--- src/rtl/core/mcr_pkg.sv ---
`timescale 1ns / 1ps
// ----------------------------------------------------------------------------
// mcr_pkg: shared types and constants of the midpoint circle rasterizer
// Holds the item opcodes, the job control record handed from the front to the
// back through the job queue, and the fixed widths used on both sides.
// ----------------------------------------------------------------------------
package mcr_pkg;

  // Packed RGBA color width
  localparam int COLOR_W = 32;

  // Entries in the job queue between front and back
  localparam int JOB_DEPTH = 2;

  typedef enum logic {
    OP_START = 1'b0,
    OP_STEP  = 1'b1
  } mcr_op_e;

  // Which pixel groups a job emits, and whether the circle ends with it.
  // The diagonal group is always part of a job.
  typedef struct packed {
    logic axis;  // four axis pixels first (x == 0)
    logic oct;   // four octant pixels last (x < y)
    logic done;  // circle finished after this job
  } mcr_job_ctl_t;

endpackage

--- src/rtl/core/mcr_job_fifo.sv ---
`timescale 1ns / 1ps
// ----------------------------------------------------------------------------
// mcr_job_fifo: job queue between front and back
// Small register queue; the head is shown combinationally to the back.
// ----------------------------------------------------------------------------
module mcr_job_fifo #(
  parameter int WIDTH = 8,
  parameter int DEPTH = 2
) (
  input  logic             clk_i,
  input  logic             rst_ni,
  input  logic             wr_i,
  input  logic [WIDTH-1:0] wdata_i,
  output logic             full_o,
  input  logic             rd_i,
  output logic             valid_o,
  output logic [WIDTH-1:0] rdata_o
);

  localparam int PTR_W = (DEPTH > 1) ? $clog2(DEPTH) : 1;
  localparam int CNT_W = $clog2(DEPTH + 1);

  logic [WIDTH-1:0] mem_q [DEPTH];
  logic [PTR_W-1:0] wr_ptr_q, rd_ptr_q;
  logic [CNT_W-1:0] cnt_q;
  logic             do_wr, do_rd;

  assign full_o  = (cnt_q == CNT_W'(DEPTH));
  assign valid_o = (cnt_q != '0);
  assign rdata_o = mem_q[rd_ptr_q];
  assign do_wr   = wr_i && !full_o;
  assign do_rd   = rd_i && valid_o;

  always_ff @(posedge clk_i) begin
    if (do_wr) begin
      mem_q[wr_ptr_q] <= wdata_i;
    end
  end

  always_ff @(posedge clk_i or negedge rst_ni) begin
    if (!rst_ni) begin
      wr_ptr_q <= '0;
      rd_ptr_q <= '0;
      cnt_q    <= '0;
    end else begin
      if (do_wr) begin
        wr_ptr_q <= (wr_ptr_q == PTR_W'(DEPTH - 1)) ? '0 : wr_ptr_q + 1'b1;
      end
      if (do_rd) begin
        rd_ptr_q <= (rd_ptr_q == PTR_W'(DEPTH - 1)) ? '0 : rd_ptr_q + 1'b1;
      end
      if (do_wr && !do_rd) begin
        cnt_q <= cnt_q + 1'b1;
      end else if (!do_wr && do_rd) begin
        cnt_q <= cnt_q - 1'b1;
      end
    end
  end

  a_cnt_bound: assert property (@(posedge clk_i) disable iff (!rst_ni)
    cnt_q <= CNT_W'(DEPTH))
    else $error("job queue count beyond depth");

  a_empty_ptrs: assert property (@(posedge clk_i) disable iff (!rst_ni)
    (cnt_q == '0) |-> (rd_ptr_q == wr_ptr_q))
    else $error("job queue empty with pointers apart");

endmodule

--- src/rtl/core/mcr_front.sv ---
`timescale 1ns / 1ps
// ----------------------------------------------------------------------------
// mcr_front: item intake and midpoint stepping
// Holds the circle state, loads it on a start, runs one midpoint step per
// step item and pushes a pixel job for any point set to emit.
// ----------------------------------------------------------------------------
module mcr_front
  import mcr_pkg::*;
#(
  parameter int COORD_BITS  = 12,
  parameter int RADIUS_BITS = 10
) (
  input  logic                          clk_i,
  input  logic                          rst_ni,
  input  logic                          accept_i,
  input  logic                          op_i,
  input  logic signed [COORD_BITS-1:0]  center_x_i,
  input  logic signed [COORD_BITS-1:0]  center_y_i,
  input  logic        [RADIUS_BITS-1:0] radius_i,
  input  logic        [COLOR_W-1:0]     color_i,
  output logic                          job_push_o,
  output mcr_job_ctl_t                  job_ctl_o,
  output logic signed [COORD_BITS-1:0]  job_cx_o,
  output logic signed [COORD_BITS-1:0]  job_cy_o,
  output logic        [RADIUS_BITS:0]   job_x_o,
  output logic        [RADIUS_BITS:0]   job_y_o,
  output logic        [COLOR_W-1:0]     job_color_o
);

  localparam int XY_W  = RADIUS_BITS + 1;
  localparam int DEC_W = RADIUS_BITS + 4;

  logic signed [COORD_BITS-1:0] cx_q, cx_d, cy_q, cy_d;
  logic        [XY_W-1:0]       x_q, x_d, y_q, y_d;
  logic signed [DEC_W-1:0]      dec_q, dec_d;
  logic        [COLOR_W-1:0]    color_q, color_d;
  logic                         active_q, active_d;

  logic        [XY_W-1:0]       x_nx, y_nx;
  logic signed [DEC_W-1:0]      r_ext, dec_init, x_ext, y_ext, dec_step;

  // Start value (5 - 4r) / 4 truncated toward zero: 1, 0, then 2 - r
  assign r_ext    = DEC_W'(signed'({1'b0, radius_i}));
  assign dec_init = (radius_i == '0)                 ? DEC_W'(1) :
                    (radius_i == RADIUS_BITS'(1))    ? '0        :
                                                       DEC_W'(2) - r_ext;

  // One midpoint step
  assign x_nx  = x_q + 1'b1;
  assign y_nx  = dec_q[DEC_W-1] ? y_q : y_q - 1'b1;
  assign x_ext = DEC_W'(signed'({1'b0, x_nx}));
  assign y_ext = DEC_W'(signed'({1'b0, y_nx}));
  assign dec_step = dec_q[DEC_W-1] ? DEC_W'(dec_q + 2 * x_ext + 1)
                                   : DEC_W'(dec_q + 2 * (x_ext - y_ext) + 1);

  always_comb begin
    cx_d       = cx_q;
    cy_d       = cy_q;
    x_d        = x_q;
    y_d        = y_q;
    dec_d      = dec_q;
    color_d    = color_q;
    active_d   = active_q;
    job_push_o = 1'b0;
    job_ctl_o  = '{axis: 1'b0, oct: 1'b0, done: 1'b0};
    if (accept_i) begin
      if (mcr_op_e'(op_i) == OP_START) begin
        // Load a new circle, dropping any running one
        cx_d       = center_x_i;
        cy_d       = center_y_i;
        color_d    = color_i;
        x_d        = '0;
        y_d        = {1'b0, radius_i};
        dec_d      = dec_init;
        active_d   = (radius_i != '0);
        job_push_o = 1'b1;
        job_ctl_o  = '{axis: 1'b1, oct: (radius_i != '0), done: (radius_i == '0)};
      end else if (active_q) begin
        x_d        = x_nx;
        y_d        = y_nx;
        dec_d      = dec_step;
        active_d   = (x_nx < y_nx);
        // Crossing the diagonal ends the circle with no pixels
        job_push_o = (x_nx <= y_nx);
        job_ctl_o  = '{axis: 1'b0, oct: (x_nx < y_nx), done: !(x_nx < y_nx)};
      end
    end
  end

  assign job_cx_o    = cx_d;
  assign job_cy_o    = cy_d;
  assign job_x_o     = x_d;
  assign job_y_o     = y_d;
  assign job_color_o = color_d;

  always_ff @(posedge clk_i or negedge rst_ni) begin
    if (!rst_ni) begin
      cx_q     <= '0;
      cy_q     <= '0;
      x_q      <= '0;
      y_q      <= '0;
      dec_q    <= '0;
      color_q  <= '0;
      active_q <= 1'b0;
    end else begin
      cx_q     <= cx_d;
      cy_q     <= cy_d;
      x_q      <= x_d;
      y_q      <= y_d;
      dec_q    <= dec_d;
      color_q  <= color_d;
      active_q <= active_d;
    end
  end

  a_active_below_diag: assert property (@(posedge clk_i) disable iff (!rst_ni)
    active_q |-> (x_q < y_q))
    else $error("circle active on or past the diagonal");

endmodule

--- src/rtl/core/mcr_back.sv ---
`timescale 1ns / 1ps
// ----------------------------------------------------------------------------
// mcr_back: pixel emitter
// Walks the pixel slots of the head job into the result register, one
// pixel per cycle while the receiver takes pixels.
// ----------------------------------------------------------------------------
module mcr_back
  import mcr_pkg::*;
#(
  parameter int COORD_BITS  = 12,
  parameter int RADIUS_BITS = 10
) (
  input  logic                          clk_i,
  input  logic                          rst_ni,
  input  logic                          head_valid_i,
  input  mcr_job_ctl_t                  head_ctl_i,
  input  logic signed [COORD_BITS-1:0]  head_cx_i,
  input  logic signed [COORD_BITS-1:0]  head_cy_i,
  input  logic        [RADIUS_BITS:0]   head_x_i,
  input  logic        [RADIUS_BITS:0]   head_y_i,
  input  logic        [COLOR_W-1:0]     head_color_i,
  output logic                          head_pop_o,
  input  logic                          pop,
  output logic                          empty,
  output logic signed [COORD_BITS:0]    pixel_x_o,
  output logic signed [COORD_BITS:0]    pixel_y_o,
  output logic        [COLOR_W-1:0]     pixel_color_o,
  output logic                          last_of_run_o,
  output logic                          circle_done_o
);

  localparam int XY_W  = RADIUS_BITS + 1;
  localparam int PIX_W = COORD_BITS + 1;
  localparam int SUM_W = ((COORD_BITS > XY_W) ? COORD_BITS : XY_W) + 2;

  typedef enum logic [1:0] {
    GRP_AXIS = 2'd0,
    GRP_DIAG = 2'd1,
    GRP_OCT  = 2'd2
  } grp_e;

  localparam logic [1:0] SUB_LAST = 2'd3;

  logic [3:0]              cnt_q;
  logic [3:0]              slot;
  grp_e                    grp;
  logic [1:0]              sub;
  logic                    load, is_last;
  logic                    col_neg, row_neg;
  logic [XY_W-1:0]         col_mag, row_mag;
  logic signed [SUM_W-1:0] col_off, row_off, col_sum, row_sum;
  logic                    out_valid_q;

  // Jobs without the axis group start at the diagonal slots
  assign slot = cnt_q + (head_ctl_i.axis ? 4'd0 : 4'd4);
  assign grp  = grp_e'(slot[3:2]);
  assign sub  = slot[1:0];

  assign is_last = (sub == SUB_LAST) &&
                   ((grp == GRP_OCT) || ((grp == GRP_DIAG) && !head_ctl_i.oct));
  assign load       = head_valid_i && (!out_valid_q || pop);
  assign head_pop_o = load && is_last;

  always_comb begin
    col_neg = 1'b0;
    row_neg = 1'b0;
    col_mag = '0;
    row_mag = '0;
    unique case (grp)
      GRP_AXIS: begin
        if (sub[1]) begin
          col_mag = head_y_i;
          col_neg = sub[0];
        end else begin
          row_mag = head_y_i;
          row_neg = sub[0];
        end
      end
      GRP_DIAG: begin
        col_mag = head_x_i;
        row_mag = head_y_i;
        col_neg = sub[0];
        row_neg = sub[1];
      end
      GRP_OCT: begin
        col_mag = head_y_i;
        row_mag = head_x_i;
        col_neg = sub[0];
        row_neg = sub[1];
      end
      default: begin
      end
    endcase
  end

  assign col_off = col_neg ? -SUM_W'(signed'({1'b0, col_mag}))
                           :  SUM_W'(signed'({1'b0, col_mag}));
  assign row_off = row_neg ? -SUM_W'(signed'({1'b0, row_mag}))
                           :  SUM_W'(signed'({1'b0, row_mag}));
  assign col_sum = SUM_W'(head_cx_i) + col_off;
  assign row_sum = SUM_W'(head_cy_i) + row_off;

  // Result register: refill on the same edge the receiver takes a pixel
  always_ff @(posedge clk_i) begin
    if (load) begin
      pixel_x_o     <= col_sum[PIX_W-1:0];
      pixel_y_o     <= row_sum[PIX_W-1:0];
      pixel_color_o <= head_color_i;
      last_of_run_o <= is_last;
      circle_done_o <= head_ctl_i.done;
    end
  end

  always_ff @(posedge clk_i or negedge rst_ni) begin
    if (!rst_ni) begin
      cnt_q       <= '0;
      out_valid_q <= 1'b0;
    end else begin
      if (load) begin
        cnt_q       <= is_last ? '0 : cnt_q + 1'b1;
        out_valid_q <= 1'b1;
      end else if (pop) begin
        out_valid_q <= 1'b0;
      end
    end
  end

  assign empty = !out_valid_q;

  a_slot_range: assert property (@(posedge clk_i) disable iff (!rst_ni)
    head_valid_i |-> (slot <= 4'd11))
    else $error("pixel slot beyond last octant pixel");

  a_last_rewinds: assert property (@(posedge clk_i) disable iff (!rst_ni)
    head_pop_o |=> (cnt_q == '0))
    else $error("slot counter not rewound after last pixel");

endmodule

--- src/rtl/core/midpoint_circle_rasterizer_unit.sv ---
`timescale 1ns / 1ps
// ----------------------------------------------------------------------------
// midpoint_circle_rasterizer_unit: midpoint circle outline generator
// Eight-way symmetric outline pixels, one pixel per cycle while the
// receiver takes them, from start and step items.
// ----------------------------------------------------------------------------
// Usage:
//   Input queue (push/full): a beat is taken when push is high and full low.
//   op_i = start loads center, radius and color and emits the first point
//   set; op_i = step advances the circle by one midpoint step. A step while
//   no circle runs is taken and produces nothing.
//   Result queue (empty/pop): the oldest pixel sits on the result ports while
//   empty is low and leaves on a beat with pop high. last_of_run_o marks the
//   final pixel of an item, circle_done_o the pixels of the finishing item.
// Pipeline and throughput:
//   An item passes the job queue and the result register: the front steps
//   combinationally and writes the job queue on the beat edge, and the
//   emitter loads the result register from the queue head once it is free.
//   The emitter writes one pixel per cycle while the receiver takes pixels;
//   a step item yields 4 or 8 pixels (none when it crosses the diagonal or
//   no circle runs), a start 12 (8 at radius 0). The front takes a beat
//   every cycle while the two-entry job queue has room.
// Reset clears the circle state (idle), the job queue and the result
// valid flag. A stalled receiver holds the current pixel; the emitter and
// then the job queue fill, and full rises once both queue entries are taken.
// ----------------------------------------------------------------------------
module midpoint_circle_rasterizer_unit
  import mcr_pkg::*;
#(
  parameter int COORD_BITS  = 12,
  parameter int RADIUS_BITS = 10
) (
  input  logic                          clk_i,
  input  logic                          rst_ni,
  input  logic                          push,
  output logic                          full,
  input  logic                          op_i,
  input  logic signed [COORD_BITS-1:0]  center_x_i,
  input  logic signed [COORD_BITS-1:0]  center_y_i,
  input  logic        [RADIUS_BITS-1:0] radius_i,
  input  logic        [7:0]             red_i,
  input  logic        [7:0]             green_i,
  input  logic        [7:0]             blue_i,
  input  logic        [7:0]             alpha_i,
  output logic                          empty,
  input  logic                          pop,
  output logic signed [COORD_BITS:0]    pixel_x_o,
  output logic signed [COORD_BITS:0]    pixel_y_o,
  output logic        [COLOR_W-1:0]     pixel_color_o,
  output logic                          last_of_run_o,
  output logic                          circle_done_o
);

  localparam int XY_W  = RADIUS_BITS + 1;
  localparam int CTL_W = $bits(mcr_job_ctl_t);
  localparam int JOB_W = CTL_W + 2 * COORD_BITS + 2 * XY_W + COLOR_W;

  logic                         accept;
  logic [COLOR_W-1:0]           color;

  // Front to queue
  logic                         job_push;
  mcr_job_ctl_t                 job_ctl;
  logic signed [COORD_BITS-1:0] job_cx, job_cy;
  logic        [XY_W-1:0]       job_x, job_y;
  logic        [COLOR_W-1:0]    job_color;
  logic        [JOB_W-1:0]      job_wdata, job_rdata;

  // Queue to back
  logic                         head_valid, head_pop;
  mcr_job_ctl_t                 head_ctl;
  logic signed [COORD_BITS-1:0] head_cx, head_cy;
  logic        [XY_W-1:0]       head_x, head_y;
  logic        [COLOR_W-1:0]    head_color;

  // Take an item whenever the job queue has room
  assign accept = push && !full;
  assign color  = {red_i, green_i, blue_i, alpha_i};

  mcr_front #(
    .COORD_BITS (COORD_BITS),
    .RADIUS_BITS(RADIUS_BITS)
  ) u_front (
    .clk_i      (clk_i),
    .rst_ni     (rst_ni),
    .accept_i   (accept),
    .op_i       (op_i),
    .center_x_i (center_x_i),
    .center_y_i (center_y_i),
    .radius_i   (radius_i),
    .color_i    (color),
    .job_push_o (job_push),
    .job_ctl_o  (job_ctl),
    .job_cx_o   (job_cx),
    .job_cy_o   (job_cy),
    .job_x_o    (job_x),
    .job_y_o    (job_y),
    .job_color_o(job_color)
  );

  assign job_wdata = {job_ctl, job_cx, job_cy, job_x, job_y, job_color};

  // Pack/unpack the job record around the queue
  mcr_job_fifo #(
    .WIDTH(JOB_W),
    .DEPTH(JOB_DEPTH)
  ) u_job_fifo (
    .clk_i  (clk_i),
    .rst_ni (rst_ni),
    .wr_i   (job_push),
    .wdata_i(job_wdata),
    .full_o (full),
    .rd_i   (head_pop),
    .valid_o(head_valid),
    .rdata_o(job_rdata)
  );

  assign {head_ctl, head_cx, head_cy, head_x, head_y, head_color} = job_rdata;

  mcr_back #(
    .COORD_BITS (COORD_BITS),
    .RADIUS_BITS(RADIUS_BITS)
  ) u_back (
    .clk_i        (clk_i),
    .rst_ni       (rst_ni),
    .head_valid_i (head_valid),
    .head_ctl_i   (head_ctl),
    .head_cx_i    (head_cx),
    .head_cy_i    (head_cy),
    .head_x_i     (head_x),
    .head_y_i     (head_y),
    .head_color_i (head_color),
    .head_pop_o   (head_pop),
    .pop          (pop),
    .empty        (empty),
    .pixel_x_o    (pixel_x_o),
    .pixel_y_o    (pixel_y_o),
    .pixel_color_o(pixel_color_o),
    .last_of_run_o(last_of_run_o),
    .circle_done_o(circle_done_o)
  );

endmodule
--- config.mk ---
export PLATFORM = sky130hd
export DESIGN_NAME = midpoint_circle_rasterizer_unit
export DESIGN_NICKNAME = d
export VERILOG_FILES = /design/src/rtl/core/mcr_pkg.sv /design/src/rtl/core/mcr_job_fifo.sv /design/src/rtl/core/mcr_front.sv /design/src/rtl/core/mcr_back.sv /design/src/rtl/core/midpoint_circle_rasterizer_unit.sv
export SDC_FILE = /design/constraint.sdc
export NUM_CORES = 1
export LEC_CHECK = 0
export BUFFER_PORTS_ARGS = -buffer_cell sky130_fd_sc_hd__buf_4
export CAP_MARGIN = 20
export CORE_AREA = 2 2 172 174
export DETAILED_ROUTE_END_ITERATION = 6
export DIE_AREA = 0 0 174 176
export GPL_TIMING_DRIVEN = 0
export HOLD_SLACK_MARGIN = 0.15
export PLACE_DENSITY_LB_ADDON = 0.3
export SLEW_MARGIN = 40
export SYNTH_ARGS = -nofsm -noshare
export SYNTH_HDL_FRONTEND = slang
export SYNTH_HIERARCHICAL = 1
export SYNTH_SLANG_ARGS = --single-unit
export TNS_END_PERCENT = 100
--- constraint.sdc ---
create_clock -name clk_i -period 8.7 [get_ports clk_i]
set_input_delay 1.305 -clock clk_i [delete_from_list [all_inputs] [get_ports clk_i]]
set_output_delay 1.305 -clock clk_i [all_outputs]
set_load 0.005 [all_outputs]
==> results.md, run 1 <==
- The flow ran to the end, and the final reports show no timing, DRC or antenna violations.
- The maximum fanout along the worst path is 10.
- The post-synthesis register bit count is ~320.
- The routed layout has 11418 vias.
- The number of standard cells after synthesis is between 1000 and 1500.
- For this run, the number of Yosys warnings is 6.
- The distinct cell type count of the synthesized netlist is 88.
- In this run, post-CTS repair resized a total of 0 instances.
- Of the synthesized area, sequential elements account for 55.32%.
- After detailed routing, the number of remaining DRC violations is 0.
- The starting density of the core is around 60%.
- The synthesized netlist net count is around 1500.
- The clock transition at the registers of the reported paths is 0.06 ns.
- The remaining number of nets flagged by the antenna check after routing is 0.
- The clock tree synthesis step divided the H-tree into 2 levels.
- For the final database, setup skew stands at around 0.008 ns.
- The data arrival at the endpoint of the critical path is 6.26 ns.
- Summed over all layers, the routed wires come to 37.85 mm.
- In the synthesized netlist the dominant register cell turns out to be edfxtp_1.
- Counting tap cells, the placed design contains a total of 1900 instances.
- The maximum operating frequency is approximately 170 MHz.
- Dividing the final minimum period by the clock period gives between 60 and 70%.
- The worst setup path is captured at a register.
- The relative slew slack is between 50% and 60%.
- Setup repair after global routing left no endpoint under its margin.
- The CTS root buffer is clkbuf_16.
- The buffer count from post-CTS setup fixing is 0.
- Dividing the detail-routed via count by the number of cells gives 5.820.
- The post-synthesis instance area is between 15000 and 20000 um2.
- The width of the die is 174 um.
- Counting flops with an async set or reset pin after synthesis yields a share of about a third.
- The average size of a mapped cell is between 10 and 15 um2.
- In the synthesized netlist, the cells that appear most often are nand2_1, edfxtp_1, dfrtp_1, mux2_4.
- The count of hold-fix buffers inserted at cts is 0.
- The detailed-route wire length per cell is roughly 19 um.
- The worst path meets setup with about 2.7 ns of slack.
- The area growth from synthesis to layout is 16.65%.
- For the pin with the worst max-slew slack, the measured transition is around 0.65 ns.
- The critical path is of the reg -> reg type.
- The initialized floorplan defines 62 standard-cell rows.
- For the final routed database, the setup TNS stands at 0 ns.
- The clock tree from TritonCTS is built.
- The count of boundary I/O pins is 133.
- The global-route wire length before repair is 60.09 mm.
- The count of endpoints failing hold in the final timing report is 0.
- The share of the synthesized area in the top cell type is ~40%.
- After the flow finishes, the layout carries non-filler instances totaling ~2000.
- The height of the die is between 150 and 200 um.
- The class of the tightest hold or removal check is reg -> reg.
- The first detailed-routing pass took 5 iterations.
- The clock insertion delay at the later pin of the skew report is between 0.5 and 0.6 ns.
- After filler insertion, the fill cell instance count of the layout stands at 2053.
- Global routing finished with a remaining overflow of 0.
- The number of port buffers is ~130.
- The maximum number of pins on one net before global-route repair is 43.
- The cell type with the largest total area after synthesis is edfxtp_1.
- The floorplan step defined a die boundary enclosing roughly 30000 um2.
- The number of global-route vias before repair was ~11000.
- The clock period could shrink to 6.023 ns.
- The most common cell in the synthesized netlist is nand2_1.
- The repair_antennas step left the layout with diodes totalling 0.
- The region available for standard cell placement spans 28550 um2.
- The HPWL after detailed placement is between 20 and 30 mm.
- Across the run, the number of max-cap violations was 0.
- The final-layout worst hold slack is just under 0.5 ns.
- The weighted congestion reported at the end of routability-driven placement is 0.9394.
- The starting DRC count in detailed routing is 841.
- At the placement stage, the worst setup path has a slack of about 2.7 ns.
- The number of clock buffers added by TritonCTS is 34.
- Counting every sink on the clock net gives between 300 and 400.
- The initial antenna violation count was 0.
- Setup violations remaining at the end of the flow were counted as 0.
- Global routing used 24.84% of the available tracks.
- The number of synthesized flops with an enable pin is between 200 and 250.
- Data on the critical path is required at its endpoint by between 8 and 9 ns.
- STA classifies the critical path startpoint as a register.
- The post-route netlist has around a fifth of its cells at a drive strength greater than 1.
- The maximum clock insertion buffer count is 3.
- The max-slew violation total from the final report is 0.
- In the final design database the tool counted between 1500 and 2000 nets.
- In the post-synthesis netlist, the biggest area contributors are edfxtp_1, dfrtp_1, mux2_4, ha_1, nand2_1.
cell type report:
class / instances / area [um2] / share of cell area (%)
clock buffers: 49 / 938.4 / 4.828
repair buffers: 142 / 1226 / 6.308
clock inverters: 13 / 111.4 / 0.5729
well taps: 384 / 480.5 / 2.472
plain buffers: 45 / 319.1 / 1.641
inverters: 44 / 167.7 / 0.8626
multi-input cells: 961 / 6975 / 35.89
flip-flops and latches: 324 / 9219 / 47.43
layer usage:
layer  wire length [um]  share of wire (%)  global-route usage [%]  vias up
met1              15990                 42                   32.63     5588
met5                  0                  0                       0        -
met3               2031                5.4                   3.661       73
li1                   -                  -                       -     5391
met4               1010                2.7                   8.053        0
met2              18820                 50                   42.83      366
flip-flops by register name (all words and copies together) (netlist names), 11 cells and up:
| signal | count |
|---|---|
| u_front/dec_q | 14 |
| u_front/x_q | 11 |
| u_front/cy_q | 12 |
| u_back/pixel_x_o | 13 |
| u_front/y_q | 11 |
| u_back/pixel_y_o | 13 |
| u_front/cx_q | 12 |
| u_job_fifo/mem_q | 162 |
| u_front/color_q | 32 |
| u_back/pixel_color_o | 32 |
cells by family (layout without fill, tap and decap cells):
group                    count (synthesis)  after routing  share of synthesized area [%]
AO/OA/AOI/OAI                          280            280                          11.36
XOR/XNOR                                95             95                          4.993
adder cells (fa/ha/maj)                 81             81                          6.307
buffers and inverters                   89            293                          2.898
flip-flops                             324            324                          55.32
multiplexers                            86             86                          7.606
AND/OR/NAND/NOR                        419            419                          11.51
cells in the final DEF (no fill, tap or decap), types with 13 or more instances in the layout:
cell and n:
a211oi_1 13, a21o_1 13, a21oi_1 60, a22oi_1 18, buf_4 131, clkbuf_1 38, clkbuf_16 35, dfrtp_1 102
edfxtp_1 222, ha_1 76, inv_1 42, mux2_4 80, nand2_1 232, nand3_1 14, nor2_1 75, nor3_1 19
o21ai_0 65, xnor2_1 53, xor2_1 42
critical path: stages, from the launching register on:
cell	delay, ns
dfrtp_1	0.33
buf_6	0.26
buf_12	0.21
mux2_4	0.31
inv_1	0.07
ha_1	0.15
xor2_1	0.11
inv_1	0.10
ha_1	0.26
clkbuf_1	0.36
clkbuf_1	0.39
o21ai_0	0.20
and2_1	0.20
or2_2	0.28
ha_1	0.28
nor2_1	0.04
a211oi_1	0.40
inv_1	0.11
fa_1	0.45
nor2b_1	0.12
o21ai_0	0.10
a21boi_0	0.34
o21ai_0	0.22
a311oi_1	0.34
xor2_1	0.11
path summary, 6_finish.rpt:
kind                       cells after the start                 from  slack (ns)                    to
min in group asynchronous                      1               rst_ni        0.63       u_front/cx_q[5]
min reg2reg                                    2      u_front/cx_q[7]        0.50       u_front/cx_q[7]
max reg2reg                                   24  u_job_fifo/rd_ptr_q        2.68  u_back/pixel_y_o[12]
min                                            2      u_front/cx_q[7]        0.50       u_front/cx_q[7]
max in group asynchronous                      3               rst_ni        7.31   u_front/color_q[24]
max                                           24  u_job_fifo/rd_ptr_q        2.68  u_back/pixel_y_o[12]
metrics by stage:
step | util (%) | cell area [um2]
final | 68.09 | 19440
after global routing | 68.09 | 19440
after CTS | 68.08 | 19440
after detailed placement | 64.41 | 18390
after global placement | 63.53 | 18130
after floorplan | - | 16660
Power of run 1 is not shown: default switching activity piles up to over one toggle a cycle in this logic, so the estimate is an artifact.
==> inputs of run 2 (changes only) <==
Settings changed: CORE_AREA 2 2 172 174 to 2 2 178 180, DIE_AREA 0 0 174 176 to 0 0 180 182.
Clock period 8.7 ns to 5.4 ns, I/O delays scaled along.
==> run 2 against run 1 <==
Net effect:
- cell area rose by 1.1%
- via count fell by 0.30%
- die area rose by 7.0%
- highest routed layer unchanged
==> results.md, run 2 (same netlist as run 1, synthesis figures left out) <==
- Setup violations remaining at the end of the flow were counted as 0.
- The initialized floorplan defines 65 standard-cell rows.
- For this run, the total global-route usage over all layers was measured as 22.99%.
- At the later pin of the worst-skew pair, clock insertion delay measures approximately 0.52 ns.
- The run finished with clean final reports.
- OpenSTA, run right after detailed placement, puts the worst setup slack at -0.6233 ns.
- The CTS sink count is around 320.
- The TritonCTS buffer count is 36.
- The number of port buffers is 132.
- The half-perimeter wire length after placement is about 27 mm.
- Measured against its own limit, the worst slew margin works out to between 50% and 60%.
- The starting density of the core is between 50% and 60%.
- The detailed router placed between 10000 and 15000 vias in this run.
- The overflow left after global routing is 0.
- The register with the most flip-flops in the layout has 162 of them.
- STA classifies the critical path endpoint as a register.
- For this block, the routed nets add up to between 30 and 40 mm of wire.
- The clock tree from TritonCTS is built.
- In this run the post-CTS setup repair buffer count came out at 0.
- The post-route minimum period is about 5.2 ns.
- The most common library cell in the layout ignoring fill and taps is nand2_1.
- The register name with the most flops is u_job_fifo/mem_q.
- The ratio of routed vias to standard cells is around 5.7.
- The minimum setup slack among reg-to-reg paths is ~0.19 ns.
- The maximum number of pins on one net before global-route repair is between 50 and 60.
- The number of fill cells is around 2300.
- The detail route stage leaves a number of antenna-violating nets equal to 0.
- The maximum clock insertion buffer count is 3.
- CTS placed an instance of clkbuf_16 at the clock tree root.
- The maximum operating frequency is around 190 MHz.
- The initial antenna violation count is 0.
- The max-slew violation total from the final report was 0.
- Setup repair after global routing could not meet its margin everywhere.
- The final worst-path cycle share is 96.51%.
- The area overhead of the layout relative to synthesis is 17.98%.
- Data on the critical path arrives at its endpoint at approximately 5.5 ns.
- Summing all placed instances gives a cell area of ~18000 um2.
- The tool flagged a number of max-cap violations equal to 0.
- For this run, the post-layout net count is around 1700.
- The worst setup path category is reg -> reg.
- The repair_antennas step left the layout with diodes totalling 0.
- The largest registers in the layout are u_job_fifo/mem_q: 162 flops, u_back/pixel_color_o: 32 flops, u_front/color_q: 32 flops.
- The setup total negative slack is 0 ns.
- The clock skew is approximately 0.022 ns.
- Pin placement for this block handled 133 I/O pins.
- The first global-routing pass estimated roughly 60 mm of wire.
- The critical path launch point type is a register.
- The worst hold path belongs to the class in -> async.
- The width of the die is roughly 180 um.
- Along the worst path, the maximum fanout reaches 10.
- Routability-driven placement finished with a final weighted congestion of 0.9482.
- After routing the design area is a little under 20000 um2.
- The first-pass detailed-route iteration total is 5.
- The placeable core region is about 31000 um2.
- The multi-input combinational cells in the finished layout cover a total of 7068 um2.
- The clock transition at the registers of the reported paths is roughly 0.06 ns.
- For the pin with the worst max-slew slack, the measured transition is 0.6992 ns.
- After detailed routing, the average wire length per cell comes to ~19 um.
- The count of endpoints failing hold in the final timing report is 0.
- After the first detailed-routing iteration, the DRC count stood at about 850.
- The least setup slack across all paths after layout is between 0.15 and 0.2 ns.
- The data required time of the worst path is 5.66 ns.
- The area enclosed by the die boundary is 32760 um2.
- Of the cells placed in the final design, the portion with a size suffix greater than 1 is about 23%.
- Leaving out fill and tap cells, the most frequent cells in the layout are nand2_1, edfxtp_1, buf_4.
- The count of hold-fix buffers inserted at cts is 0.
- The number of global-route vias before repair is 11313.
- The register area is 9219 um2.
- The number of levels the H-tree was split into is 2.
- In the routed design, unresolved DRC markers number 0.
- The height of the die is roughly 180 um.
-- run 2: cell count changes in the layout (fill, tap and decap cells not counted), sizes merged --
cell,previous run,this run
clkinv,10,11
clkbuf,75,70
inv,44,48
bufinv,1,3
clkinvlp,2,3
-- run 2: worst paths after layout --
check	startpoint	to	cells past startpoint
worst min-delay path	rst_ni	u_front/color_q[6]	1
worst min register to register	u_job_fifo/cnt_q[1]	u_job_fifo/cnt_q[1]	1
max in group asynchronous	rst_ni	u_front/dec_q[12]	2
worst max-delay path	u_job_fifo/rd_ptr_q	u_back/pixel_x_o[12]	23
worst max register to register	u_job_fifo/rd_ptr_q	u_back/pixel_x_o[12]	23
min in group clk_i	u_job_fifo/cnt_q[1]	u_job_fifo/cnt_q[1]	1
-- run 2: worst max-delay path, cell delays in order, from the launching register on --
cell	delay [ns]
dfrtp_1	0.37
buf_12	0.19
buf_12	0.19
mux2_4	0.31
inv_1	0.05
ha_1	0.19
xor2_2	0.19
ha_1	0.32
a21o_2	0.17
buf_2	0.22
a22oi_1	0.15
or2_2	0.31
ha_1	0.22
o211a_1	0.18
nor2_1	0.14
xor2_1	0.17
nor2_1	0.06
ha_1	0.24
nor3_2	0.25
o211ai_1	0.15
a31o_2	0.28
a31oi_1	0.25
o21ai_0	0.16
xnor2_1	0.15
-- run 2: final cells by class --
| cell class | count | share of cell area (%) |
|---|---|---|
| flip-flops and latches | 324 | 46.89 |
| repair buffers | 141 | 5.970 |
| plain buffers | 45 | 1.718 |
| clock inverters | 21 | 1.088 |
| well taps | 402 | 2.558 |
| multi-input cells | 961 | 35.95 |
| inverters | 44 | 0.8528 |
| clock buffers | 45 | 4.970 |
-- run 2: repair_timing --
action,in CTS,in global routing
setup endpoints to repair,14,12
pin swaps,3,3
resized for setup,14,21
-- run 2: through the flow --
| stage | cells | hold WS, ns | utilization (%) |
|---|---|---|---|
| final | 1983 | 0.2380 | 63.45 |
| after global routing | 1983 | 0.2762 | 63.45 |
| after CTS | 1983 | 0.2503 | 63.22 |
| after detailed placement | 1917 | 0.4803 | 59.24 |
| after global placement | 1908 | 0.4644 | 58.61 |
| after floorplan | 1374 | 0.4519 | - |
-- run 2: metal layers --
layer | vias to the layer above | track usage (%) | part of all wire (%)
met3 | 71 | 3.189 | 5.1
met5 | - | 0 | 0
met1 | 5576 | 30.38 | 42
li1 | 5390 | - | -
met4 | 0 | 6.211 | 2.1
met2 | 347 | 39.98 | 50
Power of run 2 is left out for the same reason.
